**src/sv/trd_pkg.sv**
```systemverilog
// trd_pkg: shared types and constants of the touch report deframer
// framing bytes, command codes, event and register codes, pipeline records
// no dependencies
package trd_pkg;

	// framing
	localparam logic [7:0] ESC_BYTE   = 8'h2A;
	localparam logic [7:0] LIT_BYTE   = 8'h40;
	localparam logic [7:0] CHECK_FLAG = 8'h80;
	localparam logic [7:0] PHASE_MASK = 8'hF0;
	localparam logic [7:0] CMD_POINT  = 8'h70;	// 'p'
	localparam logic [7:0] CMD_STATUS = 8'h74;	// 't'

	localparam int HEAD_DEPTH = 5;
	localparam int POINT_LEN  = 5;
	localparam int STATUS_LEN = 2;

	// arithmetic widths
	localparam int COEF_W    = 16;
	localparam int SIZE_W    = 13;
	localparam int RAW_W     = 16;
	localparam int MUL_OP_W  = COEF_W + 1;
	localparam int MUL_W     = 2 * MUL_OP_W;
	localparam int PROD_W    = 33;
	localparam int ACC_W     = 35;
	localparam int FRAC_BITS = 12;
	localparam logic signed [ACC_W-1:0] ROUND_HALF = ACC_W'(2048);

	// register reset values
	localparam logic signed [COEF_W-1:0] RST_COEF_XX = 16'sd4719;
	localparam logic signed [COEF_W-1:0] RST_COEF_XY = -16'sd594;
	localparam logic signed [COEF_W-1:0] RST_COEF_YX = -16'sd180;
	localparam logic signed [COEF_W-1:0] RST_COEF_YY = 16'sd4555;
	localparam logic [SIZE_W-1:0] RST_WIDTH  = 13'd800;
	localparam logic [SIZE_W-1:0] RST_HEIGHT = 13'd480;

	typedef enum logic [2:0] {
		CFG_COEF_XX = 3'd0,
		CFG_COEF_XY = 3'd1,
		CFG_COEF_YX = 3'd2,
		CFG_COEF_YY = 3'd3,
		CFG_WIDTH   = 3'd4,
		CFG_HEIGHT  = 3'd5
	} cfg_reg_t;

	typedef enum logic [2:0] {
		EV_OTHER  = 3'd0,
		EV_START  = 3'd1,
		EV_MOVE   = 3'd2,
		EV_UP     = 3'd3,
		EV_STATUS = 3'd4
	} event_kind_t;

	typedef enum logic [1:0] {
		FR_OTHER  = 2'd0,
		FR_POINT  = 2'd1,
		FR_STATUS = 2'd2
	} frame_cls_t;

	typedef struct packed {
		logic signed [COEF_W-1:0] xx;
		logic signed [COEF_W-1:0] xy;
		logic signed [COEF_W-1:0] yx;
		logic signed [COEF_W-1:0] yy;
	} coef_set_t;

	// one checksum-valid frame as it leaves the deframer
	typedef struct packed {
		frame_cls_t       cls;
		logic             phase_zero;
		logic             release_touch;
		logic [RAW_W-1:0] raw_x;
		logic [RAW_W-1:0] raw_y;
	} frame_rec_t;

	// the same frame with its calibration products
	typedef struct packed {
		frame_cls_t               cls;
		logic                     phase_zero;
		logic                     release_touch;
		logic signed [PROD_W-1:0] p_xx;
		logic signed [PROD_W-1:0] p_xy;
		logic signed [PROD_W-1:0] p_yx;
		logic signed [PROD_W-1:0] p_yy;
	} calib_t;

endpackage

```
**src/sv/trd_deframer.sv**
```systemverilog
// trd_deframer: byte-level frame parser with escape handling and checksum check
// emits one frame record per checksum-valid frame into a stage-one register
// depends on trd_pkg
module trd_deframer #(
	parameter int PAYLOAD_CAPACITY = 512
) (
	input  logic                clk,
	input  logic                arst_n,
	input  logic                in_valid,
	output logic                in_stall,
	input  logic [7:0]          rx_byte,
	output logic                rec_valid_s1,
	output trd_pkg::frame_rec_t rec_s1,
	input  logic                rec_stall
);

	localparam int CW = $clog2(PAYLOAD_CAPACITY + 1);

	logic          in_frame_q, after_escape_q, have_command_q;
	logic [7:0]    command_q, sum_q;
	logic [CW-1:0] count_q;
	logic [7:0]    head_q [trd_pkg::HEAD_DEPTH];

	logic          nx_in_frame, nx_after_escape, nx_have_command;
	logic [7:0]    nx_command, nx_sum;
	logic [CW-1:0] nx_count;
	logic          put_one, put_two, close_ok;
	logic [7:0]    one_val, want;
	trd_pkg::frame_rec_t rec;
	logic          in_fire;

	assign in_stall = rec_valid_s1 && rec_stall;
	assign in_fire  = in_valid && !in_stall;
	assign want     = (sum_q ^ 8'(count_q)) | trd_pkg::CHECK_FLAG;

	always_comb begin
		nx_in_frame     = in_frame_q;
		nx_after_escape = after_escape_q;
		nx_have_command = have_command_q;
		nx_command      = command_q;
		nx_sum          = sum_q;
		nx_count        = count_q;
		put_one         = 1'b0;
		put_two         = 1'b0;
		close_ok        = 1'b0;
		one_val         = rx_byte;
		if (!in_frame_q) begin
			if (rx_byte == trd_pkg::ESC_BYTE) begin
				nx_in_frame     = 1'b1;
				nx_after_escape = 1'b1;
				nx_have_command = 1'b0;
				nx_command      = '0;
				nx_sum          = '0;
				nx_count        = '0;
			end
		end else if (after_escape_q) begin
			nx_after_escape = 1'b0;
			priority if (rx_byte == trd_pkg::ESC_BYTE) begin
				// restart, still waiting for the byte after an escape
				nx_have_command = 1'b0;
				nx_count        = '0;
				nx_sum          = '0;
				nx_after_escape = 1'b1;
			end else if (rx_byte == trd_pkg::LIT_BYTE) begin
				one_val = trd_pkg::ESC_BYTE;
				put_one = (count_q < CW'(PAYLOAD_CAPACITY));
			end else if (rx_byte[7]) begin
				close_ok        = have_command_q && (rx_byte == want);
				nx_in_frame     = 1'b0;
				nx_have_command = 1'b0;
				nx_command      = '0;
				nx_sum          = '0;
				nx_count        = '0;
			end else if (!have_command_q) begin
				nx_command      = rx_byte;
				nx_have_command = 1'b1;
			end else begin
				put_two = ({1'b0, count_q} + (CW + 1)'(2)) <= (CW + 1)'(PAYLOAD_CAPACITY);
			end
		end else begin
			priority if (rx_byte == trd_pkg::ESC_BYTE) begin
				nx_after_escape = 1'b1;
			end else if (!have_command_q) begin
				nx_command      = rx_byte;
				nx_have_command = 1'b1;
			end else begin
				put_one = (count_q < CW'(PAYLOAD_CAPACITY));
			end
		end
		if (put_one) begin
			nx_sum   = sum_q + one_val;
			nx_count = count_q + CW'(1);
		end
		if (put_two) begin
			nx_sum   = sum_q + trd_pkg::ESC_BYTE + rx_byte;
			nx_count = count_q + CW'(2);
		end
	end

	// classify the frame that the checksum byte closes
	always_comb begin
		rec.phase_zero    = (head_q[0] & trd_pkg::PHASE_MASK) == 8'h00;
		rec.release_touch = (head_q[1] == 8'h00);
		rec.raw_x         = {head_q[2], head_q[1]};
		rec.raw_y         = {head_q[4], head_q[3]};
		priority if (command_q == trd_pkg::CMD_POINT && count_q == CW'(trd_pkg::POINT_LEN))
			rec.cls = trd_pkg::FR_POINT;
		else if (command_q == trd_pkg::CMD_STATUS && count_q == CW'(trd_pkg::STATUS_LEN))
			rec.cls = trd_pkg::FR_STATUS;
		else
			rec.cls = trd_pkg::FR_OTHER;
	end

	always_ff @(posedge clk or negedge arst_n) begin
		if (!arst_n) begin
			in_frame_q     <= 1'b0;
			after_escape_q <= 1'b0;
			have_command_q <= 1'b0;
			command_q      <= '0;
			sum_q          <= '0;
			count_q        <= '0;
			rec_valid_s1   <= 1'b0;
		end else begin
			if (in_fire) begin
				in_frame_q     <= nx_in_frame;
				after_escape_q <= nx_after_escape;
				have_command_q <= nx_have_command;
				command_q      <= nx_command;
				sum_q          <= nx_sum;
				count_q        <= nx_count;
				rec_valid_s1   <= close_ok;
			end else if (!rec_stall) begin
				rec_valid_s1 <= 1'b0;
			end
		end
	end

	// first payload bytes only, no reset
	always_ff @(posedge clk) begin
		if (in_fire) begin
			for (int i = 0; i < trd_pkg::HEAD_DEPTH; i++) begin
				if (put_one && count_q == CW'(i))
					head_q[i] <= one_val;
				if (put_two && count_q == CW'(i))
					head_q[i] <= trd_pkg::ESC_BYTE;
				if (put_two && i > 0 && count_q == CW'(i - 1))
					head_q[i] <= rx_byte;
			end
		end
	end

	always_ff @(posedge clk) begin
		if (in_fire && close_ok)
			rec_s1 <= rec;
	end

	a_count_cap: assert property (@(posedge clk) disable iff (!arst_n)
		count_q <= CW'(PAYLOAD_CAPACITY))
		else $error("payload count beyond capacity");

	a_idle_clean: assert property (@(posedge clk) disable iff (!arst_n)
		!in_frame_q |-> (!after_escape_q && !have_command_q && count_q == '0))
		else $error("frame state left over outside a frame");

	a_rec_hold: assert property (@(posedge clk) disable iff (!arst_n)
		rec_valid_s1 && rec_stall |=> rec_valid_s1 && $stable(rec_s1))
		else $error("stage one record lost while stalled");

endmodule

```
**config.mk**
```make
export PLATFORM = sky130hd
export DESIGN_NAME = trd_deframer
export DESIGN_NICKNAME = d
export VERILOG_FILES = /design/src/sv/trd_pkg.sv /design/src/sv/trd_deframer.sv
export SDC_FILE = /design/constraint.sdc
export NUM_CORES = 1
export LEC_CHECK = 0
export BUFFER_PORTS_ARGS = -buffer_cell sky130_fd_sc_hd__buf_2
export CELL_PAD_IN_SITES_DETAIL_PLACEMENT = 1
export CELL_PAD_IN_SITES_GLOBAL_PLACEMENT = 2
export CORE_UTILIZATION = 40
export DETAILED_ROUTE_END_ITERATION = 16
export PLACE_DENSITY_LB_ADDON = 0.1
export SETUP_SLACK_MARGIN = 0.3
export SYNTH_ARGS = -nofsm -noshare
export SYNTH_HDL_FRONTEND = slang
export SYNTH_SLANG_ARGS = --single-unit
```
**constraint.sdc**
```tcl
create_clock -name clk -period 6.5 [get_ports clk]
set_input_delay 1.625 -clock clk [delete_from_list [all_inputs] [get_ports clk]]
set_output_delay 1.625 -clock clk [all_outputs]
set_load 0.1 [all_outputs]
```
Yosys cells after proc, flatten, opt, wreduce, memory -nomap -nowiden
Memories as Yosys holds them, arrays and structs flattened. A register that Yosys moved wholly into a read port is not among the register bits. Cells that the tools add are included.

Bits in registers: 50. Bits in writable memories: 40. Input bits: 12. Output and inout bits: 38. Logic and storage cells: 188. Memories kept: 1.

Memory list: head_q (words 5, width 8, rd ports 5, clocked after memory_dff 3, wr ports 2, RTL line trd_deframer.sv:22) `logic [7:0] head_q [trd_pkg::HEAD_DEPTH];`.

Add/subtract/negate cells: 6. $lt $le $gt $ge: 2. Eq/ne operators: 19. Muxes and demuxes: 110. Bitwise operators: 10. Reduce and logical (&&, ||, !) cells: 29.

Operators by type and width (number): $mux W8 (32); $mux W10 (8); $mux W1 (66); $eq A8 B7 Y1 const B (3); $reduce_or A8 Y1 (3); $eq A10 B2 Y1 const B (2); $eq A10 B3 Y1 const B (2); $add A8 B8 Y8 (2); $logic_and A1 B1 Y1 (16); $logic_not A8 Y1 (2); $add A10 B2 Y11 const B (1); $le A11 B10 Y1 const B (1); $add A10 B1 Y10 const B (1); $add A10 B2 Y10 const B (1); $eq A10 B1 Y1 const B (1); $logic_not A10 Y1 (1); $lt A10 B10 Y1 const B (1); $mux W3 (3); $or A1 B1 Y1 (9); $add A8 B6 Y8 const B (1); $eq A8 B6 Y1 const B (1); $eq A8 B8 Y1 (1); $xor A7 B7 Y7 (1); $ne A3 B3 Y1 const B (2); other kinds (15) (15).

Logic depth before layout (Yosys ltp)
Gate-level depths: netlist of run 1.

Depth after elaboration: 17. Mapped depth: 15. Mapped depth without buffers: 13.

Least setup slack after synthesis of run 1
OpenSTA, ideal clock, no wires.

Path kind: input port to flip-flop. Start: input rec_stall. End: register rec_s1[0] (netlist name). Library setup time: 521 ps. Arrival: 5772 ps. Data required time: 5979 ps. Setup slack: 206 ps. Cell stages on the path: 5. Path buffers: 1. Path through: nand2_1 and2_1 clkbuf_1 nand2_1 nor4_1.

Longest elaborated chain between the ends: 4.

Ends and longest elaborated chain: from (decl) (RTL line trd_deframer.sv:14) `input logic rec_stall`; $logic_and A1 B1 Y1 (RTL line trd_deframer.sv:32) `assign in_stall = rec_valid_s1 && rec_stall;`; $logic_not A1 Y1 (RTL line trd_deframer.sv:33) `assign in_fire = in_valid && !in_stall;`; $logic_and A1 B1 Y1 (RTL line trd_deframer.sv:33); $logic_and A1 B1 Y1 (RTL line trd_deframer.sv:153) `if (in_fire && close_ok)`.

No other way between the ends. A chain may end at the register's enable or synchronous reset.

Final worst setup path of run 1
Start: input rx_byte[2]. End: register sum_q[6].

Longest elaborated chain between the ends: 8. Elaborated cells on any way between the ends: 27. Classes of those cells: 2 x add/sub; 5 x eq/ne; 18 x mux; 2 x reduce/logical.

Ends and longest elaborated chain: from (decl) (RTL line trd_deframer.sv:11) `input logic [7:0] rx_byte,`; $eq A8 B7 Y1 (RTL line trd_deframer.sv:64) `end else if (rx_byte == trd_pkg::LIT_BYTE) begin`; $mux W8 (RTL line trd_deframer.sv:64); $mux W8 (RTL line trd_deframer.sv:58) `priority if (rx_byte == trd_pkg::ESC_BYTE) begin`; $mux W8 (RTL line trd_deframer.sv:56) `end else if (after_escape_q) begin`; $mux W8 (RTL line trd_deframer.sv:47) `if (!in_frame_q) begin`; $add A8 B8 Y8 (RTL line trd_deframer.sv:91) `nx_sum = sum_q + one_val;`; $mux W8 (RTL line trd_deframer.sv:90) `if (put_one) begin`; $mux W8 (RTL line trd_deframer.sv:94) `if (put_two) begin`; to (signal assigned) (RTL line trd_deframer.sv:129) `sum_q <= nx_sum;`; to (decl) (RTL line trd_deframer.sv:20) `logic [7:0] command_q, sum_q;`.

Parallel ways exist; a longest one is shown, timed or not. The select of a mux whose other input is x is not followed.

==> qor.yml, run 1 <==
grt_pass1_wl_um: 19600
die_w_um: 117
start_util_pct: 41.4
cts_setup_buffers: 0
clk_latency_ns: 0.35
worstPathArrival_ns: 4.72
maxCapViolations: 0
tns_ns: 0
fmaxAchievable_mhz: 224
period_share_pct: 68.8
required_ns: 6.74
synth_edf_count: 72
drc: 0
synth_top_family_by_area: "simple AND/OR/NAND/NOR gates"
wl_per_cell_um: 18.6
place_congestion: 0.812
min_period_ns: 4.47
syn_inst: 472
hpwl_um: 9090
drt_iter0_markers: 210
grt_pass1_vias: 3554
vias_per_cell: 5.35
finalMaxSlewViolations: 0
area_delta_synth_final_pct: 11.5
synth_nets: 508
fin_worst_skew_ns: 0.0115
hold_viol_final: 0
htreeDepth: 3
ys_ff_latch: 101
p_per_area_nw_per_um2: 311
clockBufferDepth: 2
row_count: 41
dp_slack_ns: 1.67
power.total_w: 0.00183
ctsResizeCount: 0
fin_nets: 537
rsz0062_at_grt: "false"
synth_warnings: 0
r2r-start: "count_q[2]$_DFFE_PN0P_"
synth_area_um2: 5270
num_vias: 3628
synth_area_per_cell_um2: 11.2
seq_area_frac_synth_pct: 54.8
fin_util_pct: 46.2
core_area_um2: 12700
yosys.area_share.simple_pct: 14.6
ios: 50
fp.dieArea_um2: 13600
final_layout_size_suffix_gt1_share_pct: 18.2
place.port_buffers: 49
cp-start-kind: "input port"
cts_tree: "yes"
cts-root-buf: "clkbuf_16"
grt_max_degree: 38
hold_path_class: "reg -> reg"
p_leak_nw: 2.28
firstDrtPassIters: 4
cts_hold_buf: 0
ir_drop_uv: 117
cts_sinks: 101
die_h_um: 117
rrSetupSlack_ns: 2.74
critPathCapture: "sum_q[6]$_DFFE_PN0P_"
synth-main-ff-cell: "edfxtp_1"
yosysTopAreaCellShare_pct: 41.1
endpoint_kind: "register"
setup_viol: 0
slew_headroom_pct: 32.3
status: "finished clean"
muxShareOfSynthArea_pct: 0
synth_xor_area_share_pct: 4.66
ys_async_sr_fraction_pct: 28.7
grt_overflow_total: 0
n_fill_cell: 1415
antenna_found_initial: 0
cts.clk_slew.worst_paths_ns: 0.08
tightest_slew_ns: 1.01
grt_use_total_pct: 19.9
path_class: "in -> reg"
rr_endpoint: "head_q[3][7]$_DFFE_PP_"
critPathMaxFanout: 9
worst_slack_ns: 2.03
num_antenna_cells: 0
synth_fa_ha_area_share_pct: 5.99
synth_compound_area_share_pct: 14.0
cts_made_buffers: 9
ys_types: 62
yosysTopAreaCell: "edfxtp_1"
antenna_left: 0
synth_area_leaders: "edfxtp_1 (41%), dfrtp_1 (14%), ha_1 (5.2%), xnor2_1 (3.3%), inv_1 (2.6%)"
startpoint: "rx_byte[2]"
drt_wl_total_um: 12600
reg2regPathDepth: 7
==> critical path, cell delays in order <==
cell	delay, ns
buf_2	0.20
or4_4	0.63
a21oi_1	0.18
and3_1	0.32
nor2_1	0.15
fa_1	0.44
nor2b_1	0.13
o21ai_0	0.10
a21boi_0	0.25
o21ai_0	0.11
nand2b_1	0.09
xnor2_1	0.14
o21ai_1	0.08
a22o_1	0.26
==> final cells by class <==
cell class	count	area, um2	share of cell area [%]
Sequential cell	101	2890	49.2
Multi-Input combinational cell	301	2080	35.4
Timing Repair Buffer	51	260	4.43
Clock buffer	9	225	3.84
Tap cell	172	215	3.67
Inverter	37	139	2.37
Clock inverter	7	65.1	1.11
==> how the worst min path moves through the flow <==
| stage | end | depth (start not counted) | slack (ns) | from |
|---|---|---|---|---|
| 6_report | rec_s1[28]$_DFFE_PP_ | 0 | 0.42 | head_q[2][4]$_DFFE_PP_ |
| 5_1_grt | rec_s1[12]$_DFFE_PP_ | 0 | 0.43 | head_q[4][4]$_DFFE_PP_ |
| 4_1_cts | rec_s1[28]$_DFFE_PP_ | 0 | 0.42 | head_q[2][4]$_DFFE_PP_ |
| 3_5_place_dp | rec_s1[28]$_DFFE_PP_ | 0 | 0.41 | head_q[2][4]$_DFFE_PP_ |
| 3_3_place_gp | rec_s1[14]$_DFFE_PP_ | 0 | 0.40 | head_q[4][6]$_DFFE_PP_ |
| 2_1_floorplan | rec_s1[0]$_DFFE_PP_ | 0 | 0.40 | head_q[3][0]$_DFFE_PP_ |
==> where the power goes <==
part | total [W] | internal, W | switching (W) | leakage, nW
clock | 0.000524 | 0.000269 | 0.000255 | 0.144
combinational | 0.000495 | 0.000210 | 0.000285 | 1.11
sequential | 0.000807 | 0.000742 | 0.0000646 | 1.02
total | 0.00183 | 0.00122 | 0.000604 | 2.28
==> cells by family after synthesis <==
kind of cell             count (synthesis)
buffers and inverters                   70
flip-flops                             101
AO/OA/AOI/OAI                          105
AND/OR/NAND/NOR                        144
adder cells (fa/ha/maj)                 24
XOR/XNOR                                28
==> metal layers <==
layer  track usage, %  vias to the layer above  wire length, um
li1                 -                     1744                -
met1             26.3                     1814             5960
met2             33.0                       53             6120
met3             2.91                       17              266
met4             7.76                        0              259
met5                0                        -                0
==> stage by stage <==
stage,cells,hold WS (ns),cell area [um2]
2_1_floorplan,472,0.400,5270
3_3_place_gp,662,0.403,5580
3_5_place_dp,662,0.406,5580
4_1_cts,678,0.423,5870
5_1_grt,678,0.428,5870
6_report,678,0.421,5870
==> state kept, by name, indices dropped and copies added (netlist names) <==
| register | count |
|---|---|
| head_q | 36 |
| have_command_q | 1 |
| in_frame_q | 1 |
| after_escape_q | 1 |
| sum_q | 7 |
| rec_valid_s1 | 1 |
| count_q | 10 |
| rec_s1 | 36 |
| command_q | 8 |
==> Yosys cell counts, types with 3 or more instances <==
master and instances:
edfxtp_1 72, o21ai_0 21, nand4_1 6, xnor2_1 20, or2_1 3, clkbuf_1 17
nor2_1 33, a21o_1 4, or2_2 11, a22oi_1 5, xor2_1 8, dfrtp_1 29
nor3_1 7, a21oi_2 3, and2_1 3, a21boi_0 5, a32oi_1 4, and3_1 6
inv_1 37, nand2b_1 3, nand3_1 16, nor2b_1 15, o2bb2ai_1 3, a21oi_1 20
nand2_1 23, buf_6 4, a31oi_1 11, buf_2 10, a22o_1 5, nor4_1 4
o211ai_1 3, ha_1 22
==> layout by cell type (no fill, tap or decap), types with 6 or more instances in the layout <==
cell,netlist,final
dfrtp_1,29,29
a21oi_1,20,20
nor2_1,33,33
xor2_1,8,8
nor3_1,7,7
o21ai_0,21,21
nor2b_1,15,15
buf_2,10,49
nand4_1,6,6
nand2_1,23,23
edfxtp_1,72,72
or2_2,11,11
xnor2_1,20,20
inv_1,37,37
and3_1,6,6
a31oi_1,11,11
clkbuf_16,0,9
ha_1,22,22
nand3_1,16,16
Note: power is estimated with default switching activity, not from simulation.
==> run 2, diff against run 1 <==
clock period = 4.4 ns   (was 6.5 ns; I/O delays follow)
==> run 2 against run 1 <==
Effect of this change: flip-flop and latch count did not move; final area rose by 2.2%; non-clock buffer count grew 17; count of clock-buffer cells in the layout unchanged; core utilization grew 1.0 points; die area stayed put; first-iteration DRC count down 4.3%; sequential share of layout area shrank 1.1 points; clock skew grew 0.0033 ns; critical path type unchanged; largest power group unchanged.
==> qor.yml, run 2 (synthesis gave the netlist of run 1 again) <==
tns_ns: 0  # unchanged
required_ns: 4.65  # -2.09 ns
fmaxAchievable_mhz: 261
reg_top3: "head_q x36, rec_s1 x36, count_q x10"
n_fill_cell: 1424  # +0.64%
grt_max_degree: 38  # unchanged
clk_latency_ns: 0.36  # about the same
path_class: "in -> reg"
cts.clk_slew.worst_paths_ns: 0.08  # about the same
hold_path_class: "reg -> reg"
cts_tree: "yes"
num_vias: 3708  # +2.2%
die_h_um: 117  # unchanged
ir_drop_uv: 171  # +46%
start_util_pct: 41.4  # unchanged
cts_sinks: 101  # unchanged
top_layer_used: "met4"
intPower_w: 0.00181  # +49%
cts_made_buffers: 9  # unchanged
firstDrtPassIters: 5  # +1
cts_hold_buf: 0  # unchanged
grt_use_total_pct: 21.2  # +1.3 points
drc: 0  # unchanged
fin_nets: 554  # +3.2%
seq_power_share_pct: 44.0  # -0.2 points
cp-start-kind: "input port"
ctsResizeCount: 0  # unchanged
status: "finished clean"
drt_wl_total_um: 13400  # +5.9%
final_layout_size_suffix_gt1_share_pct: 21.0  # +2.9 points
slew_headroom_pct: 48.9  # +17 points
grt_overflow_total: 0  # unchanged
swShare_pct: 33.3  # +0.19 points
wl_met2_um: 6860  # +12%
antenna_found_initial: 0  # unchanged
p_per_area_nw_per_um2: 453  # +46%
drt_iter0_markers: 201  # -4.3%
clockPowerShare_pct: 28.5  # -0.2 points
vias_per_cell: 5.34  # -0.29%
cts-root-buf: "clkbuf_16"
cts_setup_buffers: 0  # unchanged
finalMaxSlewViolations: 0  # unchanged
hpwl_um: 9620  # +5.8%
wirelength_met1_um: 5900  # -1.0%
place.port_buffers: 49  # unchanged
area_delta_synth_final_pct: 14.0
wl_per_cell_um: 19.2  # +3.3%
combPwrFrac_pct: 27.4  # +0.3 points
place_congestion: 0.796  # -2.0%
fin_util_pct: 47.2  # +1.0 points
rsz0062_at_grt: "false"
fp.dieArea_um2: 13600  # unchanged
critPathMaxFanout: 8  # -1
layout_commonest_cell: "edfxtp_1"
ios: 50  # unchanged
p_sw_w: 0.000905  # +50%
row_count: 41  # unchanged
setup_viol: 0  # unchanged
antenna_left: 0  # unchanged
final_cell_mix: "edfxtp_1 (72), buf_2 (49), inv_1 (37), nor2_1 (33), dfrtp_1 (29)"
min_period_ns: 3.83
die_w_um: 117  # unchanged
endpoint_kind: "register"
reg2regPathDepth: 8  # +1
route.met3.wl_um: 398  # +50%
grt_pass1_vias: 3768  # +6.0%
clockBufferDepth: 2  # unchanged
fin_worst_skew_ns: 0.0148  # +0.00327 ns
p_leak_nw: 2.36  # +3.6%
hold-path-cell-count: 0  # unchanged
tightest_slew_ns: 0.767  # -0.241 ns
num_antenna_cells: 0  # unchanged
period_share_pct: 87.0
maxCapViolations: 0  # unchanged
core_area_um2: 12700  # unchanged
grt_pass1_wl_um: 20900  # +6.8%
htreeDepth: 3  # unchanged
worstPathArrival_ns: 4.08  # -0.64 ns
hold_viol_final: 0  # unchanged
-- run 2: changes by cell type in the layout (fill, tap and decap cells not counted) --
| cell | change |
|---|---|
| inv_6 | -1 |
| clkinv_1 | -1 |
| buf_4 | +17 |
| clkinvlp_4 | +2 |
-- run 2: path summary, 6_finish.rpt --
path | start | endpoint | slack (ns)
worst min-delay path | head_q[2][5]$_DFFE_PP_ | rec_s1[29]$_DFFE_PP_ | 0.42
worst max register to register | count_q[2]$_DFFE_PN0P_ | head_q[0][4]$_SDFFCE_PP0P_ | 1.23
worst min register to register | head_q[2][5]$_DFFE_PP_ | rec_s1[29]$_DFFE_PP_ | 0.42
worst max-delay path | rx_byte[3] | sum_q[6]$_DFFE_PN0P_ | 0.57
max in group asynchronous | arst_n | command_q[4]$_DFFE_PN0P_ | 3.10
min in group asynchronous | arst_n | sum_q[5]$_DFFE_PN0P_ | 0.81
-- run 2: metal layers --
metal  vias to the layer above  track usage, %
li1                       1775               -
met1                      1847            27.2
met2                        73            36.8
met3                        13            2.70
met4                         0            7.43
met5                         -               0
-- run 2: worst max-delay path: stages --
cell and delay, ns:
buf_2 0.16, or4b_1 0.61, a21oi_1 0.21, and3_1 0.21, nor2_1 0.10, fa_1 0.45, nor2b_1 0.15, o21ai_0 0.14
a21boi_0 0.27, o21ai_0 0.11, nand2b_1 0.09, xnor2_1 0.13, o21ai_1 0.09, a22o_1 0.25
-- run 2: stage by stage --
step	hold slack [ns]	cell area, um2	std cells	power [W]	worst slack, ns
floorplan	0.400	5280	472	0.00175	0.569
finish	0.421	6000	695	0.00272	0.573
CTS	0.424	6000	695	0.00275	0.585
global route	0.429	6000	695	0.00288	0.343
global placement	0.405	5710	679	0.00193	0.344
detailed placement	0.406	5710	679	0.00195	0.275
-- run 2: area by class of cell --
type                            count  area, um2  share of cell area [%]
Inverter                           37        139                    2.31
Sequential cell                   101       2890                    48.1
Clock inverter                      7       67.6                    1.13
Clock buffer                        9        225                    3.75
Timing Repair Buffer               68        388                    6.46
Tap cell                          172        215                    3.59
Multi-Input combinational cell    301       2080                    34.6
-- run 2: power groups by stage --
| stage | clock, W | sequential [W] | combinational, W |
|---|---|---|---|
| 2_1_floorplan | 0 | 0.00117 | 0.000574 |
| 3_3_place_gp | 0 | 0.00121 | 0.000719 |
| 3_5_place_dp | 0 | 0.00122 | 0.000737 |
| 4_1_cts | 0.000797 | 0.00120 | 0.000753 |
| 5_1_grt | 0.000834 | 0.00121 | 0.000835 |
| 6_report | 0.000777 | 0.00120 | 0.000746 |
