--- src/sv/trd_pkg.sv ---
// trd_pkg: shared types and constants of the touch report deframer
// framing bytes, command codes, event and register codes, pipeline records
// no dependencies
package trd_pkg;

	// framing
	localparam logic [7:0] ESC_BYTE   = 8'h2A;
	localparam logic [7:0] LIT_BYTE   = 8'h40;
	localparam logic [7:0] CHECK_FLAG = 8'h80;
	localparam logic [7:0] PHASE_MASK = 8'hF0;
	localparam logic [7:0] CMD_POINT  = 8'h70;	// 'p'
	localparam logic [7:0] CMD_STATUS = 8'h74;	// 't'

	localparam int HEAD_DEPTH = 5;
	localparam int POINT_LEN  = 5;
	localparam int STATUS_LEN = 2;

	// arithmetic widths
	localparam int COEF_W    = 16;
	localparam int SIZE_W    = 13;
	localparam int RAW_W     = 16;
	localparam int MUL_OP_W  = COEF_W + 1;
	localparam int MUL_W     = 2 * MUL_OP_W;
	localparam int PROD_W    = 33;
	localparam int ACC_W     = 35;
	localparam int FRAC_BITS = 12;
	localparam logic signed [ACC_W-1:0] ROUND_HALF = ACC_W'(2048);

	// register reset values
	localparam logic signed [COEF_W-1:0] RST_COEF_XX = 16'sd4719;
	localparam logic signed [COEF_W-1:0] RST_COEF_XY = -16'sd594;
	localparam logic signed [COEF_W-1:0] RST_COEF_YX = -16'sd180;
	localparam logic signed [COEF_W-1:0] RST_COEF_YY = 16'sd4555;
	localparam logic [SIZE_W-1:0] RST_WIDTH  = 13'd800;
	localparam logic [SIZE_W-1:0] RST_HEIGHT = 13'd480;

	typedef enum logic [2:0] {
		CFG_COEF_XX = 3'd0,
		CFG_COEF_XY = 3'd1,
		CFG_COEF_YX = 3'd2,
		CFG_COEF_YY = 3'd3,
		CFG_WIDTH   = 3'd4,
		CFG_HEIGHT  = 3'd5
	} cfg_reg_t;

	typedef enum logic [2:0] {
		EV_OTHER  = 3'd0,
		EV_START  = 3'd1,
		EV_MOVE   = 3'd2,
		EV_UP     = 3'd3,
		EV_STATUS = 3'd4
	} event_kind_t;

	typedef enum logic [1:0] {
		FR_OTHER  = 2'd0,
		FR_POINT  = 2'd1,
		FR_STATUS = 2'd2
	} frame_cls_t;

	typedef struct packed {
		logic signed [COEF_W-1:0] xx;
		logic signed [COEF_W-1:0] xy;
		logic signed [COEF_W-1:0] yx;
		logic signed [COEF_W-1:0] yy;
	} coef_set_t;

	// one checksum-valid frame as it leaves the deframer
	typedef struct packed {
		frame_cls_t       cls;
		logic             phase_zero;
		logic             release_touch;
		logic [RAW_W-1:0] raw_x;
		logic [RAW_W-1:0] raw_y;
	} frame_rec_t;

	// the same frame with its calibration products
	typedef struct packed {
		frame_cls_t               cls;
		logic                     phase_zero;
		logic                     release_touch;
		logic signed [PROD_W-1:0] p_xx;
		logic signed [PROD_W-1:0] p_xy;
		logic signed [PROD_W-1:0] p_yx;
		logic signed [PROD_W-1:0] p_yy;
	} calib_t;

endpackage

--- src/sv/trd_event.sv ---
// trd_event: final stage, rounding and clamping, pen tracking, counters
// holds the output register of the result channel
// depends on trd_pkg
module trd_event #(
	parameter int COORD_BITS = 12
) (
	input  logic                        clk,
	input  logic                        arst_n,
	input  logic [trd_pkg::SIZE_W-1:0]  screen_width,
	input  logic [trd_pkg::SIZE_W-1:0]  screen_height,
	input  logic                        calib_valid_s2,
	input  trd_pkg::calib_t             calib_s2,
	output logic                        calib_stall,
	output logic                        out_valid,
	input  logic                        out_stall,
	output logic [2:0]                  event_kind,
	output logic [COORD_BITS-1:0]       point_x,
	output logic [COORD_BITS-1:0]       point_y,
	output logic [COORD_BITS-1:0]       from_x,
	output logic [COORD_BITS-1:0]       from_y,
	output logic                        pen_down_now,
	output logic [31:0]                 frames_total,
	output logic [31:0]                 events_total
);

	localparam int AW = trd_pkg::ACC_W;

	function automatic logic [COORD_BITS-1:0] map_axis(
		input logic signed [AW-1:0]        acc,
		input logic [trd_pkg::SIZE_W-1:0]  size
	);
		logic [AW-1:0] v, lim, cmax;
		cmax = AW'(1) << COORD_BITS;
		v    = acc[AW-1] ? '0 : AW'($unsigned(acc) >> trd_pkg::FRAC_BITS);
		lim  = (AW'(size) > cmax) ? cmax : AW'(size);
		if (lim != '0)
			lim = lim - AW'(1);
		return (v > lim) ? lim[COORD_BITS-1:0] : v[COORD_BITS-1:0];
	endfunction

	logic                   pen_q;
	logic [COORD_BITS-1:0]  last_x_q, last_y_q;
	logic [31:0]            frames_q, events_q;

	logic signed [AW-1:0]   acc_x, acc_y;
	logic                   nx_pen, fire;
	logic [31:0]            nx_events;
	logic [COORD_BITS-1:0]  px, py, fx, fy, map_x, map_y;
	trd_pkg::event_kind_t   kind;

	assign calib_stall = out_valid && out_stall;
	assign fire        = calib_valid_s2 && !calib_stall;

	assign acc_x = AW'(calib_s2.p_xx) + AW'(calib_s2.p_xy) + trd_pkg::ROUND_HALF;
	assign acc_y = AW'(calib_s2.p_yx) + AW'(calib_s2.p_yy) + trd_pkg::ROUND_HALF;
	assign map_x = map_axis(acc_x, screen_width);
	assign map_y = map_axis(acc_y, screen_height);

	always_comb begin
		nx_pen    = pen_q;
		nx_events = events_q;
		kind      = trd_pkg::EV_OTHER;
		px        = '0;
		py        = '0;
		fx        = '0;
		fy        = '0;
		unique case (calib_s2.cls)
			trd_pkg::FR_POINT: begin
				nx_events = events_q + 32'd1;
				if (calib_s2.phase_zero) begin
					nx_pen = 1'b0;
					kind   = trd_pkg::EV_UP;
				end else begin
					px = map_x;
					py = map_y;
					if (pen_q) begin
						kind = trd_pkg::EV_MOVE;
						fx   = last_x_q;
						fy   = last_y_q;
					end else begin
						kind = trd_pkg::EV_START;
					end
					nx_pen = 1'b1;
				end
			end
			trd_pkg::FR_STATUS: begin
				if (calib_s2.release_touch)
					nx_pen = 1'b0;
				nx_events = events_q + 32'd1;
				kind      = trd_pkg::EV_STATUS;
			end
			default: begin
				kind = trd_pkg::EV_OTHER;
			end
		endcase
	end

	always_ff @(posedge clk or negedge arst_n) begin
		if (!arst_n) begin
			out_valid <= 1'b0;
			pen_q     <= 1'b0;
			last_x_q  <= '0;
			last_y_q  <= '0;
			frames_q  <= '0;
			events_q  <= '0;
		end else begin
			if (fire) begin
				out_valid <= 1'b1;
				pen_q     <= nx_pen;
				frames_q  <= frames_q + 32'd1;
				events_q  <= nx_events;
				if (kind == trd_pkg::EV_START || kind == trd_pkg::EV_MOVE) begin
					last_x_q <= px;
					last_y_q <= py;
				end
			end else if (!out_stall) begin
				out_valid <= 1'b0;
			end
		end
	end

	always_ff @(posedge clk) begin
		if (fire) begin
			event_kind   <= kind;
			point_x      <= px;
			point_y      <= py;
			from_x       <= fx;
			from_y       <= fy;
			pen_down_now <= nx_pen;
			frames_total <= frames_q + 32'd1;
			events_total <= nx_events;
		end
	end

	a_events_with_frames: assert property (@(posedge clk) disable iff (!arst_n)
		(events_q != $past(events_q)) |-> (frames_q != $past(frames_q)))
		else $error("event count moved without a frame");

	a_move_pen_down: assert property (@(posedge clk) disable iff (!arst_n)
		out_valid && (event_kind == trd_pkg::EV_MOVE || event_kind == trd_pkg::EV_START)
		|-> pen_down_now)
		else $error("point event reported with pen up");

	a_frames_match: assert property (@(posedge clk) disable iff (!arst_n)
		out_valid |-> (frames_total == frames_q))
		else $error("reported frame count out of step");

endmodule
--- config.mk ---
export PLATFORM = sky130hd
export DESIGN_NAME = trd_event
export DESIGN_NICKNAME = d
export VERILOG_FILES = /design/src/sv/trd_pkg.sv /design/src/sv/trd_event.sv
export SDC_FILE = /design/constraint.sdc
export NUM_CORES = 1
export LEC_CHECK = 0
export BUFFER_PORTS_ARGS = -buffer_cell sky130_fd_sc_hd__buf_2
export CAP_MARGIN = 25
export CORE_AREA = 2 2 305 156
export DETAILED_ROUTE_END_ITERATION = 8
export DIE_AREA = 0 0 307 158
export PLACE_DENSITY_LB_ADDON = 0.08
export SLEW_MARGIN = 30
export SYNTH_ARGS = -nofsm -noshare
export SYNTH_HDL_FRONTEND = slang
export SYNTH_SLANG_ARGS = --single-unit
--- constraint.sdc ---
create_clock -name clk -period 6.1 [get_ports clk]
set_input_delay 0.305 -clock clk [delete_from_list [all_inputs] [get_ports clk]]
set_output_delay 0.305 -clock clk [all_outputs]
set_load 0.05 [all_outputs]
[Yosys cells after proc, flatten, opt, wreduce, memory -nomap -nowiden]
Cells that the tools add are included.
Widths: inputs -> output; s select.
Word-level totals
  input bits: 166
  word-level logic and storage cells: 63
  bits in registers: 206
  output and inout bits: 118
Cells by class
  magnitude comparators: 4
  equality and inequality tests: 5
  bitwise operators: 2
  reductions and logical operators: 9
  muxes and demuxes: 21
  $add $sub $neg: 8
Operators by type and width (number)
  $mux 12: 6
  $add 34x13->35 const B: 2
  $gt 22x35->1: 2
  $mux 35: 2
  $reduce_bool 35->1: 2
  $add 33x33->34: 2
  $add 32x1->32 const B: 2
  $mux 22: 2
  $mux 32: 1
  $sub 13x1->14 const B: 2
  $gt 13x13->1 const B: 2
  $mux 13: 2
  $pmux 3 s2: 1
  $mux 1: 4
  $mux 2: 2
  $eq 3x1->1 const B: 1
  $eq 3x2->1 const B: 1
  $reduce_or 3->1: 1
  $eq 2x1->1 const B: 1
  $eq 2x2->1 const B: 1
  $logic_and 1x1->1: 2
  $ne 2x1->1 const B: 1
  $not 1->1: 2
  $pmux 1 s2: 1
  4 further kinds: 4

[Longest topological paths before layout]
Gate-level depths: netlist of the first run.
  word-level depth: 8
  depth in mapped cells: 23
  mapped depth without buffers: 21

[Worst setup path after synthesis of the first run]
Ideal clock, no wire load.
  kind: flip-flop to flip-flop
  start point: reg out_valid
  end point: reg frames_q[10]
  arrival: 4.935 ns
  period minus slack after synthesis: 5.068 ns
  path slack: 1.032 ns
  cell stages (with the launch flop): 8
  path buffers: 2
  setup time: 0.133 ns
  data required time: 5.967 ns
  cell sequence: dfrtp_1 -> nand2_1 -> nand2_1 -> clkbuf_1 -> inv_1 -> clkbuf_1 -> nand2_1 -> xnor2_1
On the way
  word-level cells in the longest chain between the ends: 3
Ends and longest elaborated chain
  from (decl): RTL line trd_event.sv:14  | output logic out_valid,
  from (signal assigned): RTL line trd_event.sv:100  | out_valid <= 1'b0;
  from (signal assigned): RTL line trd_event.sv:108  | out_valid <= 1'b1;
  from (signal assigned): RTL line trd_event.sv:117  | out_valid <= 1'b0;
  $logic_and 1x1->1: RTL line trd_event.sv:51  | assign calib_stall = out_valid && out_stall;
  $logic_not 1->1: RTL line trd_event.sv:52  | assign fire = calib_valid_s2 && !calib_stall;
  $logic_and 1x1->1: RTL line trd_event.sv:52
  via fire: RTL line trd_event.sv:46  | logic nx_pen, fire;
  to (signal assigned): RTL line trd_event.sv:110  | frames_q <= frames_q + 32'd1;
  to (decl): RTL line trd_event.sv:43  | logic [31:0] frames_q, events_q;
The timed path passes the listed nets, and every way through them passes these cells.
A chain may end at the register's enable or synchronous reset.

[Worst setup path in the final report of the first run]
  start point: in calib_s2[6] in the netlist's numbering
  end point: reg point_y[1] (data pin)
On the way
  word-level cells in the longest chain between the ends: 7
Ends and longest elaborated chain
  from (decl): RTL line trd_event.sv:12  | input trd_pkg::calib_t calib_s2,
  $add 33x33->34 *: RTL line trd_event.sv:55  | assign acc_y = AW'(calib_s2.p_yx) + AW'(calib_s2.p_yy) + trd_pkg::ROUND_HALF;
  $add 34x13->35 *: RTL line trd_event.sv:55
  $mux 22 *: RTL line trd_event.sv:34  | v = acc[AW-1] ? '0 : AW'($unsigned(acc) >> trd_pkg::FRAC_BITS);
  $gt 22x35->1: RTL line trd_event.sv:38  | return (v > lim) ? lim[COORD_BITS-1:0] : v[COORD_BITS-1:0];
  $mux 12 *: RTL line trd_event.sv:38
  $mux 12 *: RTL line trd_event.sv:70  | if (calib_s2.phase_zero) begin
  $mux 12 *: RTL line trd_event.sv:67  | unique case (calib_s2.cls)
  via py[1]: RTL line trd_event.sv:48  | logic [COORD_BITS-1:0] px, py, fx, fy, map_x, map_y;
  to (signal assigned): RTL line trd_event.sv:126  | point_y <= py;
  to (decl): RTL line trd_event.sv:18  | output logic [COORD_BITS-1:0] point_y,
The timed path passes the listed nets; every way through them passes the cells marked *.

==> results of run 1 <==
-- worst min path at each step --
stage                     startpoint      endpoint  slack (ns)
after global placement        arst_n  frames_q[29]        0.28
after detailed placement      arst_n  frames_q[21]        0.28
after global routing       out_stall     out_valid        0.10
final                      out_stall     out_valid        0.11
after floorplan               arst_n   events_q[0]       0.009
after CTS                  out_stall     out_valid        0.08
-- worst reg2reg max path, cell delays in order, from the launching register on --
cell and delay (ns):
dfrtp_1 0.42, nand2_1 0.18, nand2_1 0.35, buf_4 0.37, inv_6 0.61, buf_4 0.52, nand4_1 0.25, nor2_1 0.18
xor2_1 0.16
-- report_power, final --
| group | switching (mW) | internal, mW | leakage (nW) | total [mW] |
|---|---|---|---|---|
| combinational | 1.05 | 0.546 | 5.34 | 1.60 |
| clock | 0.616 | 0.869 | 0.392 | 1.48 |
| sequential | 0.0899 | 1.62 | 2.34 | 1.71 |
| total | 1.75 | 3.04 | 8.07 | 4.79 |
-- layout make-up --
| class | count | area, um^2 |
|---|---|---|
| Clock buffer | 23 | 576 |
| Clock inverter | 19 | 219 |
| Fill cell | 4686 | 28600 |
| Inverter | 55 | 211 |
| Multi-Input combinational cell | 1163 | 8400 |
| Sequential cell | 206 | 5740 |
| Tap cell | 609 | 762 |
| Timing Repair Buffer | 303 | 1590 |
-- cell usage after synthesis (4+ instances only) --
cell      number  area, um^2
a211oi_1      10        75.1
a21o_1        28         210
a21oi_1       70         350
a221o_1        4        40.0
a22oi_1        4        30.0
a31oi_1       17         106
and2_1        21         131
and3_1        42         263
buf_2         10        50.1
clkbuf_1      26        97.6
dfrtp_1       90        2250
edfxtp_1     116        3480
ha_1         182        2280
inv_1         55         206
mux2_2         5        56.3
mux2i_1        5        50.1
nand2_1      132         495
nand2b_1      13        81.3
nand3_1       53         265
nand4_1       30         188
nand4b_1       4        35.0
nor2_1       131         492
nor2b_1       12        75.1
nor3_1        34         170
nor3b_1        5        37.5
nor4_1         8        50.1
o211ai_1       9        67.6
o21a_1        16         120
o21ai_0       43         215
o21ai_1        9        45.0
o21bai_1      15         113
o221ai_1       5        43.8
o22ai_1        4        25.0
o31ai_1       13        97.6
or3_1          9        56.3
xnor2_1      100         876
xor2_1        63         552
-- cell families (layout without fill, tap and decap cells) --
group                    count (synthesis)  in the layout  synth area share
AND/OR/NAND/NOR                        520            520             0.179
AO/OA/AOI/OAI                          288            288             0.137
flip-flops                             206            206             0.395
adder cells (fa/ha/maj)                182            182             0.157
XOR/XNOR                               163            163            0.0984
buffers and inverters                   95            400            0.0262
multiplexers                            10             10           0.00733
-- registers in the layout (all words and copies together) (netlist names), 32 cells and up --
signal,cells
events_q,32
events_total,32
frames_q,32
frames_total,32
-- layer usage --
layer | wire length, um | vias to the layer above | GRT usage | part of all wire
met2 | 16800 | 285 | 0.239 | 0.39
met1 | 23600 | 5592 | 0.286 | 0.55
met3 | 2220 | 25 | 0.0248 | 0.052
met4 | 415 | 0 | 0.0230 | 0.0096
met5 | 0 | - | 0 | 0
li1 | - | 5934 | - | -
-- stage by stage --
step	instance area (um^2)	setup slack, ns	hold slack [ns]	instances
floorplan	14500	1.03	0.00941	1464
global placement	16700	0.505	0.282	2334
detailed placement	16700	0.519	0.278	2334
CTS	17500	1.08	0.0825	2378
global route	17500	0.506	0.105	2378
finish	17500	1.09	0.112	2378
-- repair_timing --
action / CTS / global route
hold buffers: 2 / 0
setup endpoints to repair: 0 / 0
endpoints found under the hold margin: 30 / 0
==> flow_summary.html, run 1 <==
<table>
<tr><th>Metric</th><th>Value</th></tr>
<tr><th colspan="2">Power and ir drop</th></tr>
<tr><td>Power density relative to cell area</td><td>274 mW/mm^2</td></tr>
<tr><td>Cell leakage power</td><td>8.07 nW</td></tr>
<tr><td>Power Total</td><td>~4.8 mW</td></tr>
<tr><td>Max rail drop VDD</td><td>approximately 0.00017 V</td></tr>
<tr><th colspan="2">Cells and area</th></tr>
<tr><td>Area added between synthesis and finish</td><td>20.5%</td></tr>
<tr><td>Share of final-layout standard cells stronger than drive strength 1</td><td>0.212</td></tr>
<tr><td>Most common cell after layout, fill and taps aside</td><td>buf_2</td></tr>
<tr><td>Utilization after layout</td><td>0.379</td></tr>
<tr><td>Most frequent cells in the layout</td><td>buf_2 (282), ha_1 (182), nand2_1 (132)</td></tr>
<tr><td>Number of nets at the end of the flow</td><td>between 2000 and 2500</td></tr>
<tr><td>Number of antenna repair diodes</td><td>0</td></tr>
<tr><th colspan="2">Timing</th></tr>
<tr><td>Final setup viols</td><td>0</td></tr>
<tr><td>Worst-case headroom to the max-slew limit</td><td>0.318</td></tr>
<tr><td>Max Clk Rate</td><td>200 MHz</td></tr>
<tr><td>RSZ-0062 raised after global routing</td><td>no</td></tr>
<tr><td>Slew at the pin closest to its max-slew limit</td><td>approximately 1 ns</td></tr>
<tr><td>Final Slew Violations</td><td>0</td></tr>
<tr><td>Minimum period implied by the final worst setup slack</td><td>5.01 ns</td></tr>
<tr><td>Number of endpoints with negative hold slack in the final report</td><td>0</td></tr>
<tr><td>Worst setup skew after layout</td><td>slightly below 0.03 ns</td></tr>
<tr><td>Period Utilization, post-route</td><td>0.822</td></tr>
<tr><td>Accumulated negative setup slack</td><td>0 ns</td></tr>
<tr><th colspan="2">Drt</th></tr>
<tr><td>Detailed-routing iteration count for the pre-antenna-repair pass</td><td>5</td></tr>
<tr><td>Vias per std cell</td><td>around 5.0</td></tr>
<tr><td>ANT nets after route</td><td>0</td></tr>
<tr><td>Routed WL per cell</td><td>between 15 and 20 um</td></tr>
<tr><td>Violation count after the first detailed-route iteration</td><td>859</td></tr>
<tr><td>DRC</td><td>0</td></tr>
<tr><td>Detailed-route via count</td><td>11836</td></tr>
<tr><td>Wire length after detailed routing</td><td>43000 um</td></tr>
<tr><th colspan="2">Critical path</th></tr>
<tr><td>FF-to-FF path depth</td><td>8</td></tr>
<tr><td>End of the worst register-to-register path</td><td>frames_q[23]</td></tr>
<tr><td>Worst path required time</td><td>6.35 ns</td></tr>
<tr><td>Worst Path Arrival</td><td>between 5 and 6 ns</td></tr>
<tr><td>Worst Setup SP</td><td>calib_s2[6]</td></tr>
<tr><td>Delay of the slowest cell on the worst path</td><td>roughly 0.57 ns</td></tr>
<tr><td>Reg-to-reg startpoint</td><td>out_valid</td></tr>
<tr><td>CP Depth</td><td>20</td></tr>
<tr><td>End of the critical path</td><td>point_y[1]</td></tr>
<tr><td>CP bufs+invs</td><td>2</td></tr>
<tr><td>Library cell contributing the largest single delay on the critical path</td><td>o31ai_1</td></tr>
<tr><td>Type of the setup path with the least slack</td><td>in -&gt; reg</td></tr>
<tr><td>Register-to-register path setup slack</td><td>roughly 3 ns</td></tr>
<tr><td>Dominant delay contributor by cell family on the critical path</td><td>compound AO/OA/AOI/OAI gates</td></tr>
<tr><td>Largest fanout of any net on the critical path</td><td>17</td></tr>
<tr><td>Worst Setup Start Kind</td><td>input port</td></tr>
<tr><td>Endpoint kind of the worst setup timing path</td><td>flip-flop</td></tr>
<tr><td>Crit path cell chain</td><td>buf_2 -&gt; ha_1 -&gt; ha_1 -&gt; a211oi_1 -&gt; o211ai_1 -&gt; a21oi_1 -&gt; nor3_1 -&gt; o31ai_1 -&gt; a21o_1 -&gt; buf_4 -&gt; nor2_1 -&gt; ha_1 -&gt; a211oi_1 -&gt; o21ai_0 -&gt; nor3b_1 -&gt; o311ai_0 -&gt; a21o_1 -&gt; nor2_1 -&gt; a31oi_1 -&gt; nor2_1</td></tr>
<tr><th colspan="2">Yosys</th></tr>
<tr><td>Mapped Area</td><td>0.0145 mm^2</td></tr>
<tr><td>Share of synthesized area occupied by flip-flops and latches</td><td>0.395</td></tr>
<tr><td>EDFF count, synth</td><td>116</td></tr>
<tr><td>Share of flip-flops with an asynchronous set or reset</td><td>0.437</td></tr>
<tr><td>Cells after synthesis</td><td>1464</td></tr>
<tr><td>Flip-flop cell with the highest count after synthesis</td><td>edfxtp_1</td></tr>
<tr><td>FF+latch count, synth</td><td>roughly 210</td></tr>
<tr><td>Count of synthesis-stage warnings from yosys</td><td>0</td></tr>
<tr><td>Synth Area per Inst</td><td>about 9.9 um^2</td></tr>
<tr><td>Library cells used by synthesis</td><td>just over 80</td></tr>
<tr><td>Post-synthesis net count</td><td>approximately 1800</td></tr>
<tr><th colspan="2">Global routing</th></tr>
<tr><td>Number of global-route vias before repair</td><td>roughly 11000</td></tr>
<tr><td>Largest net degree at the start of global routing</td><td>slightly below 80</td></tr>
<tr><td>Global-route usage over all layers</td><td>0.174</td></tr>
<tr><td>Antenna violations before repair</td><td>0</td></tr>
<tr><td>Global-route wire length before repair</td><td>between 60000 and 70000 um</td></tr>
<tr><td>Total overflow reported by the global router</td><td>0</td></tr>
<tr><th colspan="2">Die</th></tr>
<tr><td>Cell Rows</td><td>56</td></tr>
<tr><td>Core Area</td><td>roughly 0.046 mm^2</td></tr>
<tr><td>Die boundary height</td><td>~160 um</td></tr>
<tr><td>Count of pins on the block boundary</td><td>between 200 and 300</td></tr>
<tr><td>Die outline width</td><td>307 um</td></tr>
<tr><td>Area of the die</td><td>approximately 0.049 mm^2</td></tr>
<tr><td>Initial core utilization</td><td>0.315</td></tr>
<tr><th colspan="2">Min path</th></tr>
<tr><td>Hold Path Stages</td><td>3</td></tr>
<tr><td>Kind of path behind the tightest hold check</td><td>in -&gt; reg</td></tr>
<tr><th colspan="2">Clock network</th></tr>
<tr><td>Clock sink count</td><td>roughly 210</td></tr>
<tr><td>Clock transition at the registers of the reported paths</td><td>about 0.06 ns</td></tr>
<tr><td>Clk Latency, worst-skew pair</td><td>approximately 0.54 ns</td></tr>
<tr><td>Clock tree root buffer cell</td><td>clkbuf_16</td></tr>
<tr><td>Post-CTS sizing</td><td>0</td></tr>
<tr><td>Number of buffers created by CTS</td><td>23</td></tr>
<tr><td>Clock tree from TritonCTS</td><td>built</td></tr>
<tr><td>Setup fix buffers added after clock tree synthesis</td><td>0</td></tr>
<tr><td>Maximum clock insertion buffer count</td><td>3</td></tr>
<tr><td>Max H-tree Level</td><td>1</td></tr>
<tr><th colspan="2">Status</th></tr>
<tr><td>Outcome</td><td>finished clean</td></tr>
<tr><th colspan="2">Placed design</th></tr>
<tr><td>RD Place Congestion</td><td>slightly below 0.9</td></tr>
<tr><td>Dpl hpwl</td><td>about 34000 um</td></tr>
<tr><td>Count of buffers from port buffering</td><td>~280</td></tr>
<tr><th colspan="2">Job</th></tr>
<tr><td>Max Cap Violations</td><td>0</td></tr>
</table>
No activity file was read; power rests on OpenSTA's default activity.
==> run 2: changes to the inputs <==
--- a/config.mk
+++ b/config.mk
@@ -5,11 +5,12 @@
 export SDC_FILE = /design/constraint.sdc
 export NUM_CORES = 1
 export LEC_CHECK = 0
+export ABC_AREA = 1
 export BUFFER_PORTS_ARGS = -buffer_cell sky130_fd_sc_hd__buf_2
 export CAP_MARGIN = 25
-export CORE_AREA = 2 2 305 156
+export CORE_AREA = 2 2 322 165
 export DETAILED_ROUTE_END_ITERATION = 8
-export DIE_AREA = 0 0 307 158
+export DIE_AREA = 0 0 324 167
 export PLACE_DENSITY_LB_ADDON = 0.08
 export SLEW_MARGIN = 30
 export SYNTH_ARGS = -nofsm -noshare
==> constraint.sdc (replaced) <==
create_clock -name clk -period 4.4 [get_ports clk]
set_input_delay 0.22 -clock clk [delete_from_list [all_inputs] [get_ports clk]]
set_output_delay 0.22 -clock clk [all_outputs]
set_load 0.05 [all_outputs]
==> flow_summary.html, run 2 <==
<table>
<tr><th>Metric</th><th>Value</th></tr>
<tr><th colspan="2">Status</th></tr>
<tr><td>Outcome</td><td>finished clean</td></tr>
<tr><th colspan="2">Yosys</th></tr>
<tr><td>EDFF count, synth</td><td>116 (unchanged)</td></tr>
<tr><td>Mapped Area</td><td>0.0163 mm^2 (+12%)</td></tr>
<tr><td>Top post-synthesis cells by area</td><td>edfxtp_1 (21%), nand2_1 (15%), ha_1 (14%)</td></tr>
<tr><td>Library cells used by synthesis</td><td>53 (-36%)</td></tr>
<tr><td>Post-synthesis xor/xnor area fraction</td><td>0.0474 (-0.0510)</td></tr>
<tr><td>FF+latch count, synth</td><td>206 (unchanged)</td></tr>
<tr><td>Area share of the largest cell type after synthesis</td><td>0.214 (-0.0258)</td></tr>
<tr><td>Count of synthesis-stage warnings from yosys</td><td>0 (unchanged)</td></tr>
<tr><td>Commonest cells post-synth</td><td>nand2_1 (646), inv_1 (294), nor2_1 (196)</td></tr>
<tr><td>Post-synthesis net count</td><td>2496 (+38%)</td></tr>
<tr><td>Cells after synthesis</td><td>2148 (+47%)</td></tr>
<tr><td>Share of flip-flops with an asynchronous set or reset</td><td>0.437 (unchanged)</td></tr>
<tr><td>Most common cell in the synthesized netlist</td><td>nand2_1</td></tr>
<tr><td>Leading area contributor after synthesis</td><td>edfxtp_1</td></tr>
<tr><td>Fraction of synthesized area in multiplexers</td><td>0 (-0.00733)</td></tr>
<tr><td>Flip-flop cell with the highest count after synthesis</td><td>edfxtp_1</td></tr>
<tr><td>Compound-gate portion of the synthesized area</td><td>0.0742 (-0.0623)</td></tr>
<tr><td>Adder-Cell Fraction of Synth Area</td><td>0.140 (-0.0169)</td></tr>
<tr><td>Synthesized-area fraction occupied by and/or/nand/nor cells</td><td>0.305 (+0.126)</td></tr>
<tr><td>Synth Area per Inst</td><td>7.57 um^2 (-24%)</td></tr>
<tr><td>Largest family of logic cells by synthesized area</td><td>simple AND/OR/NAND/NOR gates</td></tr>
<tr><td>Share of synthesized area occupied by flip-flops and latches</td><td>0.353 (-0.0425)</td></tr>
<tr><th colspan="2">Die</th></tr>
<tr><td>Core Area</td><td>0.0513 mm^2 (+11%)</td></tr>
<tr><td>Count of pins on the block boundary</td><td>284 (unchanged)</td></tr>
<tr><td>Cell Rows</td><td>59 (+5.4%)</td></tr>
<tr><td>Die boundary height</td><td>167 um (+5.7%)</td></tr>
<tr><td>Initial core utilization</td><td>0.317 (+0.00219)</td></tr>
<tr><td>Area of the die</td><td>0.0541 mm^2 (+12%)</td></tr>
<tr><td>Die outline width</td><td>324 um (+5.5%)</td></tr>
<tr><th colspan="2">Cells and area</th></tr>
<tr><td>Final standard cell count with taps included and fillers excluded</td><td>3209 (+35%)</td></tr>
<tr><td>Number of antenna repair diodes</td><td>0 (unchanged)</td></tr>
<tr><td>Share of final-layout standard cells stronger than drive strength 1</td><td>0.179 (-0.0330)</td></tr>
<tr><td>Finished layout cell area</td><td>0.0197 mm^2 (+13%)</td></tr>
<tr><td>Area added between synthesis and finish</td><td>21.2%</td></tr>
<tr><td>Most frequent cells in the layout</td><td>nand2_1 (645), inv_1 (293), buf_2 (282)</td></tr>
<tr><td>Number of nets at the end of the flow</td><td>2843 (+35%)</td></tr>
<tr><td>Most common cell after layout, fill and taps aside</td><td>nand2_1</td></tr>
<tr><td>Utilization after layout</td><td>0.384 (+0.00480)</td></tr>
<tr><th colspan="2">Critical path</th></tr>
<tr><td>Worst Setup Start Kind</td><td>input port</td></tr>
<tr><td>Worst Path Arrival</td><td>4.25 ns (-1.01 ns)</td></tr>
<tr><td>Largest fanout of any net on the critical path</td><td>13 (-4)</td></tr>
<tr><td>Endpoint kind of the worst setup timing path</td><td>flip-flop</td></tr>
<tr><td>Worst path required time</td><td>4.65 ns (-1.70 ns)</td></tr>
<tr><td>Type of the setup path with the least slack</td><td>in -&gt; reg</td></tr>
<tr><td>Register-to-register path setup slack</td><td>1.81 ns (-1.16 ns)</td></tr>
<tr><th colspan="2">Global routing</th></tr>
<tr><td>Largest net degree at the start of global routing</td><td>207 (+160%)</td></tr>
<tr><td>Global-route usage over all layers</td><td>0.190 (+0.0160)</td></tr>
<tr><td>Global-route wire length before repair</td><td>80800 um (+23%)</td></tr>
<tr><td>Number of global-route vias before repair</td><td>14418 (+29%)</td></tr>
<tr><td>Antenna violations before repair</td><td>0 (unchanged)</td></tr>
<tr><td>Total overflow reported by the global router</td><td>0 (unchanged)</td></tr>
<tr><th colspan="2">Job</th></tr>
<tr><td>Max Cap Violations</td><td>0 (unchanged)</td></tr>
<tr><th colspan="2">Power and ir drop</th></tr>
<tr><td>Cell leakage power</td><td>10.3 nW (+28%)</td></tr>
<tr><td>Power Total</td><td>7.00 mW (+46%)</td></tr>
<tr><td>Power density relative to cell area</td><td>355 mW/mm^2 (+30%)</td></tr>
<tr><td>Max rail drop VDD</td><td>0.000202 V (+17%)</td></tr>
<tr><th colspan="2">Clock network</th></tr>
<tr><td>Clock tree root buffer cell</td><td>clkbuf_16</td></tr>
<tr><td>Number of buffers created by CTS</td><td>20 (-13%)</td></tr>
<tr><td>Clk Latency, worst-skew pair</td><td>0.52 ns (-0.02 ns)</td></tr>
<tr><td>Maximum clock insertion buffer count</td><td>3 (unchanged)</td></tr>
<tr><td>Max H-tree Level</td><td>1 (unchanged)</td></tr>
<tr><td>Clock tree from TritonCTS</td><td>built</td></tr>
<tr><td>Clock sink count</td><td>206 (unchanged)</td></tr>
<tr><td>Clock transition at the registers of the reported paths</td><td>0.07 ns (about the same)</td></tr>
<tr><th colspan="2">Placed design</th></tr>
<tr><td>Dpl hpwl</td><td>42200 um (+23%)</td></tr>
<tr><td>Placed cell count</td><td>3170 (+36%)</td></tr>
<tr><td>Cell area after placement</td><td>0.0190 mm^2 (+14%)</td></tr>
<tr><td>Count of buffers from port buffering</td><td>283 (unchanged)</td></tr>
<tr><td>RD Place Congestion</td><td>0.890 (+1.1%)</td></tr>
<tr><td>Worst slack at placement</td><td>-0.217 ns (-0.736 ns)</td></tr>
<tr><th colspan="2">Drt</th></tr>
<tr><td>Detailed-routing iteration count for the pre-antenna-repair pass</td><td>5 (unchanged)</td></tr>
<tr><td>Routed WL per cell</td><td>16.0 um (-11%)</td></tr>
<tr><td>Detailed-route via count</td><td>15041 (+27%)</td></tr>
<tr><td>Vias per std cell</td><td>4.69 (-5.8%)</td></tr>
<tr><td>ANT nets after route</td><td>0 (unchanged)</td></tr>
<tr><td>Wire length after detailed routing</td><td>51400 um (+20%)</td></tr>
<tr><td>DRC</td><td>0 (unchanged)</td></tr>
<tr><td>Violation count after the first detailed-route iteration</td><td>1209 (+41%)</td></tr>
<tr><th colspan="2">Timing</th></tr>
<tr><td>Final setup margin</td><td>0.408 ns (-0.680 ns)</td></tr>
<tr><td>Max Clk Rate</td><td>about 250 MHz</td></tr>
<tr><td>Worst-case headroom to the max-slew limit</td><td>0.453 (+0.136)</td></tr>
<tr><td>Period Utilization, post-route</td><td>0.907</td></tr>
<tr><td>Number of endpoints with negative hold slack in the final report</td><td>0 (unchanged)</td></tr>
<tr><td>Final setup viols</td><td>0 (unchanged)</td></tr>
<tr><td>Worst setup skew after layout</td><td>0.0204 ns (-0.00882 ns)</td></tr>
<tr><td>Slew at the pin closest to its max-slew limit</td><td>0.820 ns (-0.193 ns)</td></tr>
<tr><td>Final Slew Violations</td><td>0 (unchanged)</td></tr>
<tr><td>RSZ-0062 raised after global routing</td><td>no</td></tr>
<tr><td>Minimum period implied by the final worst setup slack</td><td>~4 ns</td></tr>
<tr><th colspan="2">Min path</th></tr>
<tr><td>Kind of path behind the tightest hold check</td><td>in -&gt; reg</td></tr>
</table>
[run 2: cell count changes in the layout (fill, tap and decap cells not counted), sizes merged, moves of 30 or more]
| cell | change |
|---|---|
| nand4 | +34 |
| nand2 | +521 |
| xnor2 | -79 |
| buf | +58 |
| o21ai | +30 |
| inv | +240 |
| nor2 | +71 |
| nand3 | +60 |
[run 2: where the power goes]
group / internal, mW / total [mW] / leakage, nW / switching, mW
clock: 1.01 / 1.80 / 0.319 / 0.789
combinational: 0.904 / 2.72 / 7.65 / 1.82
sequential: 2.32 / 2.47 / 2.36 / 0.156
total: 4.23 / 7.00 / 10.3 / 2.76
[run 2: path summary, 6_finish.rpt]
| kind | to | start | cells past startpoint |
|---|---|---|---|
| max | point_y[9] | calib_s2[20] | 20 |
| min | event_kind[0] | calib_s2[133] | 3 |
| max reg2reg | last_y_q[6] | out_valid | 10 |
| min reg2reg | last_y_q[5] | last_y_q[5] | 2 |
| max in group asynchronous | events_q[31] | arst_n | 3 |
| min in group asynchronous | frames_q[6] | arst_n | 2 |
[run 2: cell families (layout without fill, tap and decap cells)]
group	after synthesis	in the layout
XOR/XNOR	88	88
adder cells (fa/ha/maj)	182	182
flip-flops	206	206
AO/OA/AOI/OAI	214	214
buffers and inverters	335	695
AND/OR/NAND/NOR	1123	1123
[run 2: through the flow]
step           setup TNS, ns  hold slack (ns)
6_report                   0            0.131
5_1_grt                    0            0.154
4_1_cts                    0            0.107
3_5_place_dp           -2.14            0.352
3_3_place_gp           -2.21            0.355
2_1_floorplan              0          -0.0756
[run 2: layout make-up]
type	count	area, um^2
inverters	298	1120
fillers	5428	31600
clock inverters	9	104
well taps	701	877
repair buffers	362	2060
multi-input cells	1607	9250
flip-flops and latches	206	5740
clock buffers	26	554
[run 2: repair_timing]
action,CTS,global route
endpoints found under the hold margin,56,0
gates resized for setup,0,3
setup buffers,0,0
hold buffers,3,0
setup endpoints to repair,0,11
[run 2: metal layers]
layer | routed length (um) | share of wire | global-route usage
met5 | 0 | 0 | 0
met2 | 19300 | 0.37 | 0.254
met1 | 29300 | 0.57 | 0.322
met3 | 2390 | 0.046 | 0.0253
met4 | 447 | 0.0087 | 0.0195
[run 2: worst max-delay path, stage by stage]
cell and delay, ns:
buf_2 0.10, ha_1 0.28, ha_1 0.36, a21oi_1 0.38
o21ai_0 0.15, a21oi_1 0.27, nand3_1 0.22, nand2_1 0.11
o211ai_1 0.16, xnor2_1 0.25, nor2_1 0.07, ha_1 0.29
nand4_1 0.14, nor4b_1 0.36, buf_4 0.18, nand3_1 0.07
buf_4 0.17, nand3_4 0.15, nand2_1 0.11, and3_1 0.19
